--- config.mk ---
export PLATFORM = sky130hd
export DESIGN_NAME = float_rgb_to_rgbe_pack
export DESIGN_NICKNAME = d
export VERILOG_FILES = /design/src/hw/rtl/frgbe_pkg.sv /design/src/hw/rtl/frgbe_lane.sv /design/src/hw/rtl/frgbe_classify.sv /design/src/hw/rtl/float_rgb_to_rgbe_pack.sv
export SDC_FILE = /design/constraint.sdc
export NUM_CORES = 2
export LEC_CHECK = 0
export BUFFER_PORTS_ARGS = -buffer_cell sky130_fd_sc_hd__buf_2
export CORE_MARGIN = 10
export CORE_UTILIZATION = 70
export CTS_CLUSTER_DIAMETER = 40
export DETAILED_ROUTE_END_ITERATION = 10
export GPL_ROUTABILITY_DRIVEN = 0
export PLACE_DENSITY = 0.9
export RECOVER_POWER = 50
export SLEW_MARGIN = 15
export SYNTH_ARGS = -nofsm -noshare
export SYNTH_HDL_FRONTEND = slang
export SYNTH_SLANG_ARGS = --single-unit
--- constraint.sdc ---
create_clock -name clk_i -period 4.5 [get_ports clk_i]
set_input_delay 0.45 -clock clk_i [delete_from_list [all_inputs] [get_ports clk_i]]
set_output_delay 0.45 -clock clk_i [all_outputs]
set_load 0.02 [all_outputs]
--- src/hw/rtl/frgbe_pkg.sv ---
// shared types and constants for the float rgb to rgbe packer
`timescale 1ns / 1ps

package frgbe_pkg;

  // 255.9999 as unsigned fixed point with 40 fraction bits, rounded to nearest
  localparam logic [47:0] ScaleQ40 = 48'hFFFF_F972_4745;
  localparam logic [15:0] ScaleHi  = ScaleQ40[47:32];
  localparam logic [31:0] ScaleLo  = ScaleQ40[31:0];

  // largest binary32 magnitude not above 1e-32
  localparam logic [30:0] NearBlackBits = 31'h0A4F_B11E;

  // exponent field of the max plus this gives e + 128
  localparam logic [7:0] ExpFieldToByte = 8'd2;

  // exponent field that pushes e + 128 past 255
  localparam logic [7:0] ExpFieldOvf = 8'd254;

  // all-ones binary32 exponent field: infinity or nan
  localparam logic [7:0] ExpFieldSpecial = 8'hFF;

  // per-pixel classification found by the front stage
  typedef struct packed {
    logic       not_finite;
    logic       near_black;
    logic       exp_ovf;
    logic [7:0] emax_field;
  } class_t;

endpackage

--- src/hw/rtl/frgbe_lane.sv ---
// one colour lane: scales a binary32 component to a byte against the shared exponent
`timescale 1ns / 1ps

module frgbe_lane (
  input  logic        clk_i,
  input  logic [31:0] comp_bits_i,
  input  logic [7:0]  emax_field_i,
  output logic [7:0]  byte_o
);

  logic [23:0] mant;
  logic [7:0]  ef;
  logic        zero;

  logic [55:0] plo_q, plo_d;
  logic [39:0] phi_q, phi_d;
  logic [7:0]  ef_q;
  logic        zero_q;

  logic [71:0] prod;
  logic [7:0]  exp_gap;
  logic [7:0]  byte_q, byte_d;

  // unpack the component, subnormals take field one without the hidden bit
  always_comb begin
    if (comp_bits_i[30:23] == 8'd0) begin
      ef   = 8'd1;
      mant = {1'b0, comp_bits_i[22:0]};
    end else begin
      ef   = comp_bits_i[30:23];
      mant = {1'b1, comp_bits_i[22:0]};
    end
    zero = comp_bits_i[31] || (mant == 24'd0);
  end

  // first stage: mantissa times the scale constant as two partial products
  assign plo_d = 56'(mant) * 56'(frgbe_pkg::ScaleLo);
  assign phi_d = 40'(mant) * 40'(frgbe_pkg::ScaleHi);

  always_ff @(posedge clk_i) begin
    plo_q  <= plo_d;
    phi_q  <= phi_d;
    ef_q   <= ef;
    zero_q <= zero;
  end

  // second stage: join partials, keep the top byte and shift by exponent gap
  assign prod    = {phi_q, 32'd0} + {16'd0, plo_q};
  assign exp_gap = emax_field_i - ef_q;

  always_comb begin
    if (zero_q || (ef_q > emax_field_i) || (exp_gap > 8'd7)) begin
      byte_d = 8'd0;
    end else begin
      byte_d = prod[71:64] >> exp_gap[2:0];
    end
  end

  always_ff @(posedge clk_i) begin
    byte_q <= byte_d;
  end

  assign byte_o = byte_q;

endmodule

--- src/hw/rtl/frgbe_classify.sv ---
// front stage: finds the largest positive component and the special cases
`timescale 1ns / 1ps

module frgbe_classify (
  input  logic                clk_i,
  input  logic [31:0]         red_bits_i,
  input  logic [31:0]         green_bits_i,
  input  logic [31:0]         blue_bits_i,
  output frgbe_pkg::class_t   cls_o
);

  logic [30:0]       red_mag, green_mag, blue_mag;
  logic [30:0]       rg_max, max_mag;
  frgbe_pkg::class_t cls_d, cls_q;

  // negative components count as zero in the max search
  assign red_mag   = red_bits_i[31]   ? 31'd0 : red_bits_i[30:0];
  assign green_mag = green_bits_i[31] ? 31'd0 : green_bits_i[30:0];
  assign blue_mag  = blue_bits_i[31]  ? 31'd0 : blue_bits_i[30:0];

  // positive floats order like their bit patterns
  assign rg_max  = (green_mag > red_mag) ? green_mag : red_mag;
  assign max_mag = (blue_mag > rg_max) ? blue_mag : rg_max;

  // classification of the pixel
  always_comb begin
    cls_d.not_finite = (red_bits_i[30:23] == frgbe_pkg::ExpFieldSpecial)
                    || (green_bits_i[30:23] == frgbe_pkg::ExpFieldSpecial)
                    || (blue_bits_i[30:23] == frgbe_pkg::ExpFieldSpecial);
    cls_d.near_black = (max_mag <= frgbe_pkg::NearBlackBits);
    cls_d.exp_ovf    = (max_mag[30:23] >= frgbe_pkg::ExpFieldOvf);
    cls_d.emax_field = max_mag[30:23];
  end

  always_ff @(posedge clk_i) begin
    cls_q <= cls_d;
  end

  assign cls_o = cls_q;

endmodule

--- src/hw/rtl/float_rgb_to_rgbe_pack.sv ---
// top level: packs a binary32 rgb pixel into rgbe bytes with three lanes and a merge stage
`timescale 1ns / 1ps

// channel   direction  signals
// command   in         start_i, busy_o, red_bits_i, green_bits_i, blue_bits_i, last_pixel_i
// result    out        result_valid_o, red/green/blue_mantissa_o, shared_exponent_o,
//                      out_of_range_o, last_out_o
//
// an item is taken at every clock with start_i high; busy_o stays low
// each item passes through the three registered stages (partial products,
// byte shift, merge); one item per cycle sustained
// reset clears only the valid pipeline; items in flight are dropped
// the receiver cannot stall: result_valid_o lasts exactly one cycle

module float_rgb_to_rgbe_pack (
  input  logic        clk_i,
  input  logic        rst_ni,
  input  logic        start_i,
  output logic        busy_o,
  input  logic [31:0] red_bits_i,
  input  logic [31:0] green_bits_i,
  input  logic [31:0] blue_bits_i,
  input  logic        last_pixel_i,
  output logic        result_valid_o,
  output logic [7:0]  red_mantissa_o,
  output logic [7:0]  green_mantissa_o,
  output logic [7:0]  blue_mantissa_o,
  output logic [7:0]  shared_exponent_o,
  output logic        out_of_range_o,
  output logic        last_out_o
);

  logic              accept;
  logic              v1_q, v2_q, v3_q;
  logic              last1_q, last2_q, last3_q;
  frgbe_pkg::class_t cls1, cls2_q;
  logic [7:0]        red_byte, green_byte, blue_byte;

  logic [7:0]        red_q, red_d, green_q, green_d, blue_q, blue_d;
  logic [7:0]        expo_q, expo_d;
  logic              oor_q, oor_d;

  assign busy_o = 1'b0;
  assign accept = start_i && !busy_o;

  // front classification, result is valid in stage one
  frgbe_classify u_classify (
    .clk_i        (clk_i),
    .red_bits_i   (red_bits_i),
    .green_bits_i (green_bits_i),
    .blue_bits_i  (blue_bits_i),
    .cls_o        (cls1)
  );

  // three scaling lanes, bytes are valid in stage two
  frgbe_lane u_lane_red (
    .clk_i        (clk_i),
    .comp_bits_i  (red_bits_i),
    .emax_field_i (cls1.emax_field),
    .byte_o       (red_byte)
  );

  frgbe_lane u_lane_green (
    .clk_i        (clk_i),
    .comp_bits_i  (green_bits_i),
    .emax_field_i (cls1.emax_field),
    .byte_o       (green_byte)
  );

  frgbe_lane u_lane_blue (
    .clk_i        (clk_i),
    .comp_bits_i  (blue_bits_i),
    .emax_field_i (cls1.emax_field),
    .byte_o       (blue_byte)
  );

  // valid pipeline
  always_ff @(posedge clk_i or negedge rst_ni) begin
    if (!rst_ni) begin
      v1_q <= 1'b0;
      v2_q <= 1'b0;
      v3_q <= 1'b0;
    end else begin
      v1_q <= accept;
      v2_q <= v1_q;
      v3_q <= v2_q;
    end
  end

  // payload alignment for the merge stage
  always_ff @(posedge clk_i) begin
    last1_q <= last_pixel_i;
    last2_q <= last1_q;
    last3_q <= last2_q;
    cls2_q  <= cls1;
  end

  // merge: special cases override the lane bytes
  always_comb begin
    red_d   = 8'd0;
    green_d = 8'd0;
    blue_d  = 8'd0;
    expo_d  = 8'd0;
    oor_d   = 1'b0;
    if (cls2_q.not_finite) begin
      oor_d = 1'b1;
    end else if (cls2_q.near_black) begin
      oor_d = 1'b0;
    end else if (cls2_q.exp_ovf) begin
      oor_d = 1'b1;
    end else begin
      red_d   = red_byte;
      green_d = green_byte;
      blue_d  = blue_byte;
      expo_d  = cls2_q.emax_field + frgbe_pkg::ExpFieldToByte;
    end
  end

  always_ff @(posedge clk_i) begin
    red_q   <= red_d;
    green_q <= green_d;
    blue_q  <= blue_d;
    expo_q  <= expo_d;
    oor_q   <= oor_d;
  end

  assign result_valid_o    = v3_q;
  assign red_mantissa_o    = red_q;
  assign green_mantissa_o  = green_q;
  assign blue_mantissa_o   = blue_q;
  assign shared_exponent_o = expo_q;
  assign out_of_range_o    = oor_q;
  assign last_out_o        = last3_q;

`ifndef SYNTHESIS
  // every result traces back to an item taken at the head of the valid pipeline
  a_result_from_item: assert property (@(posedge clk_i) disable iff (!rst_ni)
    result_valid_o |-> $past(accept, 3))
    else $error("result without a matching item");

  // out of range results carry all-zero bytes
  a_oor_zero: assert property (@(posedge clk_i) disable iff (!rst_ni)
    (result_valid_o && out_of_range_o) |->
      (shared_exponent_o == 8'd0 && red_mantissa_o == 8'd0
       && green_mantissa_o == 8'd0 && blue_mantissa_o == 8'd0))
    else $error("out of range result has nonzero bytes");

  // a zero exponent byte means a zeroed pixel
  a_zero_expo: assert property (@(posedge clk_i) disable iff (!rst_ni)
    (result_valid_o && shared_exponent_o == 8'd0) |->
      (red_mantissa_o == 8'd0 && green_mantissa_o == 8'd0 && blue_mantissa_o == 8'd0))
    else $error("zero exponent with nonzero mantissa");
`endif

endmodule

==> flow_metrics.py, run 1 <==
metrics = {
    "grt": {
        "grt_pass1_wl_mm": 797,
        "track_usage_pct": 97.1,
        "grt_overflow": 6371,
        "grt_start_max_net_pins": 25,
        "grt_pass1_vias": 101157,
    },
    "clocking": {
        "cts_buffers": 57,
        "cts_buffer_depth": 3,
        "cts_sinks": 304,
        "htreeDepth": 2,
        "cts_root_buf": "clkbuf_16",
    },
    "status": {
        "firstError": "[ERROR GRT-0116] Global routing finished with congestion. Check the congestion regions in the DRC Viewer.",
        "haltStage": "global routing (5_1_grt)",
        "status": "did not finish",
    },
    "placed_design": {
        "hpwl_mm": 243,
        "numPortBuffers": 134,
    },
    "die": {
        "die_h_um": 335,
        "boundaryPins": 136,
        "die_w_um": 335,
        "initial_utilization_pct": 70.5,
        "rows": 115,
    },
    "yosys": {
        "synth-seq-area-share_pct": 8.80,
        "synth_edf_count": 0,
        "synth_cell_types": 78,
        "syn-num-nets": 9724,
        "ys_ff_latch": 304,
        "synthArstFlopShare_pct": 0.987,
        "synth_area_um2": 69300,
        "syn_inst": 6906,
        "syn_avg_cell_area_um2": 10.0,
        "ys_warn_count": 0,
        "synth-main-ff-cell": "dfxtp_1",
    },
}
synth_stat cells (all sizes together), types with 5 or more instances:
cell,number,share of area (%)
inv,2110,11
fa,1377,40
ha,1341,24
dfxtp,301,8.7
nor2,241,1.3
a21oi,206,1.5
xnor2,159,2.0
nand2,126,0.68
a21o,125,1.4
o21ai,117,0.86
nand4,64,0.58
nand3,60,0.43
xor2,55,0.70
nor3,54,0.39
mux2i,51,0.76
nor2b,49,0.44
clkbuf,45,0.24
a211oi,38,0.42
and2,38,0.34
o21a,37,0.40
nand2b,35,0.32
a31oi,24,0.23
and3,19,0.17
o31ai,19,0.21
o21bai,17,0.18
or2,17,0.15
or3,15,0.14
nor4,12,0.11
and4,11,0.14
a221oi,10,0.13
a2111oi,9,0.11
a311oi,9,0.11
a211o,8,0.10
buf,8,0.067
mux2,8,0.13
nand3b,7,0.076
a221o,6,0.087
a41oi,6,0.076
nor3b,5,0.054
o2111ai,5,0.063
o211ai,5,0.054
stage by stage:
step                      instances  hold WS [ps]  setup WS (ps)  setup TNS (ps)  area (um^2)
after floorplan                6906           154          -2080         -178670        70800
after global placement         9663           243          -2590         -285070        83200
after detailed placement       9663           249          -2950         -343610        83200
after CTS                      9924          5.06          -2160         -217570        89800
kinds of logic after synthesis:
| kind of cell | count (synthesis) | share of synthesized area [%] |
|---|---|---|
| adder cells (fa/ha/maj) | 2718 | 64.0 |
| flip-flops | 304 | 8.80 |
| AO/OA/AOI/OAI | 685 | 6.45 |
| multiplexers | 59 | 0.890 |
| buffers and inverters | 2164 | 11.7 |
| XOR/XNOR | 214 | 2.70 |
| AND/OR/NAND/NOR | 761 | 5.42 |
| other | 1 | 0.00541 |
per-layer routing:
metal  overflow  global-route usage [%]
met1        315                    88.4
met2       4239                     114
met3        299                    87.2
met4       1495                     103
met5         23                    74.0
repair_timing:
item,in CTS
gates resized for setup,741
gates cloned,1
endpoints found under the hold margin,6
endpoints found under the setup margin,172
setup buffers,170
pin swaps,271
hold buffers,4
==> run 2, diff against run 1 <==
--- a/config.mk
+++ b/config.mk
@@ -7,11 +7,10 @@
 export LEC_CHECK = 0
 export BUFFER_PORTS_ARGS = -buffer_cell sky130_fd_sc_hd__buf_2
 export CORE_MARGIN = 10
-export CORE_UTILIZATION = 70
-export CTS_CLUSTER_DIAMETER = 40
+export CORE_UTILIZATION = 40
 export DETAILED_ROUTE_END_ITERATION = 10
 export GPL_ROUTABILITY_DRIVEN = 0
-export PLACE_DENSITY = 0.9
+export PLACE_DENSITY_LB_ADDON = 0.15
 export RECOVER_POWER = 50
 export SLEW_MARGIN = 15
 export SYNTH_ARGS = -nofsm -noshare
==> run 2 against run 1 <==
The flow now finishes, with violations (max-capacitance violations, max-slew violations, negative setup slack). Synthesized cell count stayed put. Area after synthesis unchanged.
==> flow_metrics.py, run 2 <==
metrics = {
    "worst_setup_path": {
        "r2r_end": "u_lane_blue.byte_o[3]$_SDFF_PP0_",
        "crit_fanout": 4,
        "worstSetupStartpointType": "input port",
        "r2r-start": "u_lane_blue.phi_q[1]$_DFF_P_",
        "crit_end": "u_lane_blue.plo_q[55]$_DFF_P_",
        "ff2ff_path_depth": 13,
        "reg2reg_slack_ps": 570,
        "timing.critical_path.slowest_stage_cell": "fa_2",
        "cpLargestDelayFamily": "adder cells",
        "crit_buf_inv": 5,
        "cpMostUsedCell": "fa_1",
        "required_ps": 5070,
        "end_kind": "flop",
        "critPathArrivalTime_ps": 7100,
        "critPathMaxStageDelay_ps": 590,
        "criticalPathCategory": "in -> reg",
        "path_depth": 25,
        "cp-startpoint": "blue_bits_i[1]",
    },
    "yosys": {
        "netlist.area_leader.share_pct": 39.8,
        "synth-main-ff-cell": "dfxtp_1",
        "syn_inst": 6906,
        "synth_area_um2": 69300,
        "synth_xor_area_share_pct": 2.70,
        "syn-num-nets": 9724,
        "synth-simple-area-share_pct": 5.42,
        "synth_cell_types": 78,
        "synthMuxAreaShare_pct": 0.890,
        "synthTopCellsByCount": "inv_1, fa_1, ha_1",
        "synthArstFlopShare_pct": 0.987,
        "ys_warn_count": 0,
        "synth-seq-area-share_pct": 8.80,
        "synth_edf_count": 0,
        "ys_ff_latch": 304,
        "syn_avg_cell_area_um2": 10.0,
        "synth_top_family_by_area": "adder cells",
        "yosys.area.top_type": "fa_1",
        "yosys.cell_count.top_type": "inv_1",
        "synthAdderAreaFrac_pct": 64.0,
        "synth_area_leaders": "fa_1, ha_1, inv_1",
        "synth-compound-area-share_pct": 6.45,
    },
    "die": {
        "die_h_um": 436,
        "die_w_um": 436,
        "boundaryPins": 136,
        "core_um2": 172000,
        "rows": 152,
        "design.die.area_um2": 190000,
        "initial_utilization_pct": 40.3,
    },
    "worst_hold_path": {
        "hold_class": "in -> reg",
    },
    "sta": {
        "rsz0062_at_grt": "yes",
        "timing.final.max_slew_violations": 27,
        "period_needed_ps": 6520,
        "setup_viol": 164,
        "max_slew.worst_pin.slew_ps": 1710,
        "finClkSkew_ps": 43.1,
        "min_period_over_period_pct": 145,
        "setup_ws_ps": -2020,
        "slew_headroom_pct": -14.1,
        "whs_ps": 120,
        "tns_ps": -198440,
        "hold_viol": 0,
        "timing.fmax_mhz": 153,
    },
    "status": {
        "violations": "max-capacitance violations, max-slew violations, negative setup slack",
        "status": "finished, violations left",
    },
    "layout": {
        "final_util_pct": 52.7,
        "design_area_um2": 90500,
        "reg.largest.list": "u_lane_blue.phi_q: 39 flops, u_lane_green.phi_q: 39 flops, u_lane_red.phi_q: 39 flops",
        "area_growth_pct": 30.6,
        "nets": 11436,
        "nFillCells": 15869,
        "drive_gt1_share_pct": 27.7,
        "mostFrequentLayoutCells": "inv_1, buf_4, fa_1, ha_1, dfxtp_1",
        "mostFrequentLayoutCell": "inv_1",
    },
    "clocking": {
        "cts_root_buf": "clkbuf_16",
        "clk_latency_ps": 630,
        "cts_tree": "yes",
        "cts_buffers": 40,
        "clkTransAtPathRegs_ps": 70,
        "cts_buffer_depth": 3,
        "cts_sinks": 304,
        "htreeDepth": 2,
    },
    "placed_design": {
        "placed_cell_area_um2": 85200,
        "hpwl_mm": 203,
        "numPortBuffers": 134,
    },
    "grt": {
        "track_usage_pct": 23.7,
        "grt_overflow": 0,
        "grt_antenna_before_repair": 5,
        "grt_pass1_vias": 58432,
        "grt_pass1_wl_mm": 346,
        "grt_start_max_net_pins": 27,
    },
    "routing": {
        "wl_met1_mm": 95.7,
        "wl_per_cell_um": 20.5,
        "vias": 52358,
        "wl_met2_mm": 110,
        "drt_iter0_drc": 2391,
        "top_layer": "met4",
        "antenna_left": 0,
        "route.met3.wl_mm": 8.55,
        "wl_mm": 225,
        "viasPerCell": 4.78,
        "dr.pass1.iters": 7,
        "remaining_drc_errors": 0,
    },
    "job": {
        "maxCapViolCount": 1,
    },
}
run 2: cell counts after synthesis:
No cell type changed its count.
run 2: routing by layer:
metal  global-route usage, %  up-vias
met3                    2.68      336
met5                       0        -
li1                        -    24738
met2                    41.1      937
met4                    9.18        0
met1                    30.3    26347
run 2: cell type report:
class                   count  area (um^2)  area share (%)
diodes                      1         2.50         0.00276
clock buffers              48         1100            1.22
clock inverters            25          369           0.408
inverters                2111         7970            8.80
multi-input cells        4438        58400            64.6
flip-flops and latches    304         6100            6.74
well taps                2310         2890            3.19
repair buffers           1723        13700            15.1
run 2: worst min-delay path by stage:
stage | start | endpoint | depth (start not counted) | slack (ps)
2_1_floorplan | rst_ni | result_valid_o$_DFF_PN0_ | 0 | 150
3_3_place_gp | rst_ni | v2_q$_DFF_PN0_ | 1 | 240
3_5_place_dp | rst_ni | result_valid_o$_DFF_PN0_ | 1 | 250
4_1_cts | red_bits_i[0] | u_lane_red.plo_q[0]$_DFF_P_ | 2 | 50
5_1_grt | green_bits_i[27] | u_lane_green.ef_q[4]$_SDFF_PP0_ | 2 | 70
6_report | green_bits_i[27] | u_lane_green.ef_q[4]$_SDFF_PP0_ | 2 | 120
run 2: what timing repair did:
action | CTS | global route
gates resized for setup | 400 | 309
endpoints found under the setup margin | 170 | 171
buffers inserted | 94 | 55
hold buffers | 3 | 0
pin swaps | 218 | 193
hold endpoints to repair | 5 | 0
run 2: cells by family after synthesis:
family	count (synthesis)
adders and majority gates	2718
buffers and inverters	2164
and+or+nand+nor	761
AOI/OAI and AO/OA	685
DFF	304
xor gates and xnor gates	214
muxes	59
other	1
run 2: worst register-to-register path, stage by stage (launching register included):
cell,delay (ps)
dfxtp_1,300
ha_1,260
a31o_2,150
a21oi_1,70
o21ai_0,690
a22oi_1,210
a211oi_1,490
o21bai_1,270
and2_1,280
nor3_1,400
nor2_1,60
o21ai_0,240
a41oi_1,140
o21ai_0,290
run 2: stage by stage:
stage               worst slack (ps)  instances
CTS                            -1910      10923
floorplan                      -2080       6906
finish                         -2020      10960
detailed placement             -2840      10760
global placement               -2830      10760
global route                   -2220      10959
Power of run 2 is not shown: default switching activity piles up to over one toggle a cycle in this logic, so the estimate is an artifact.
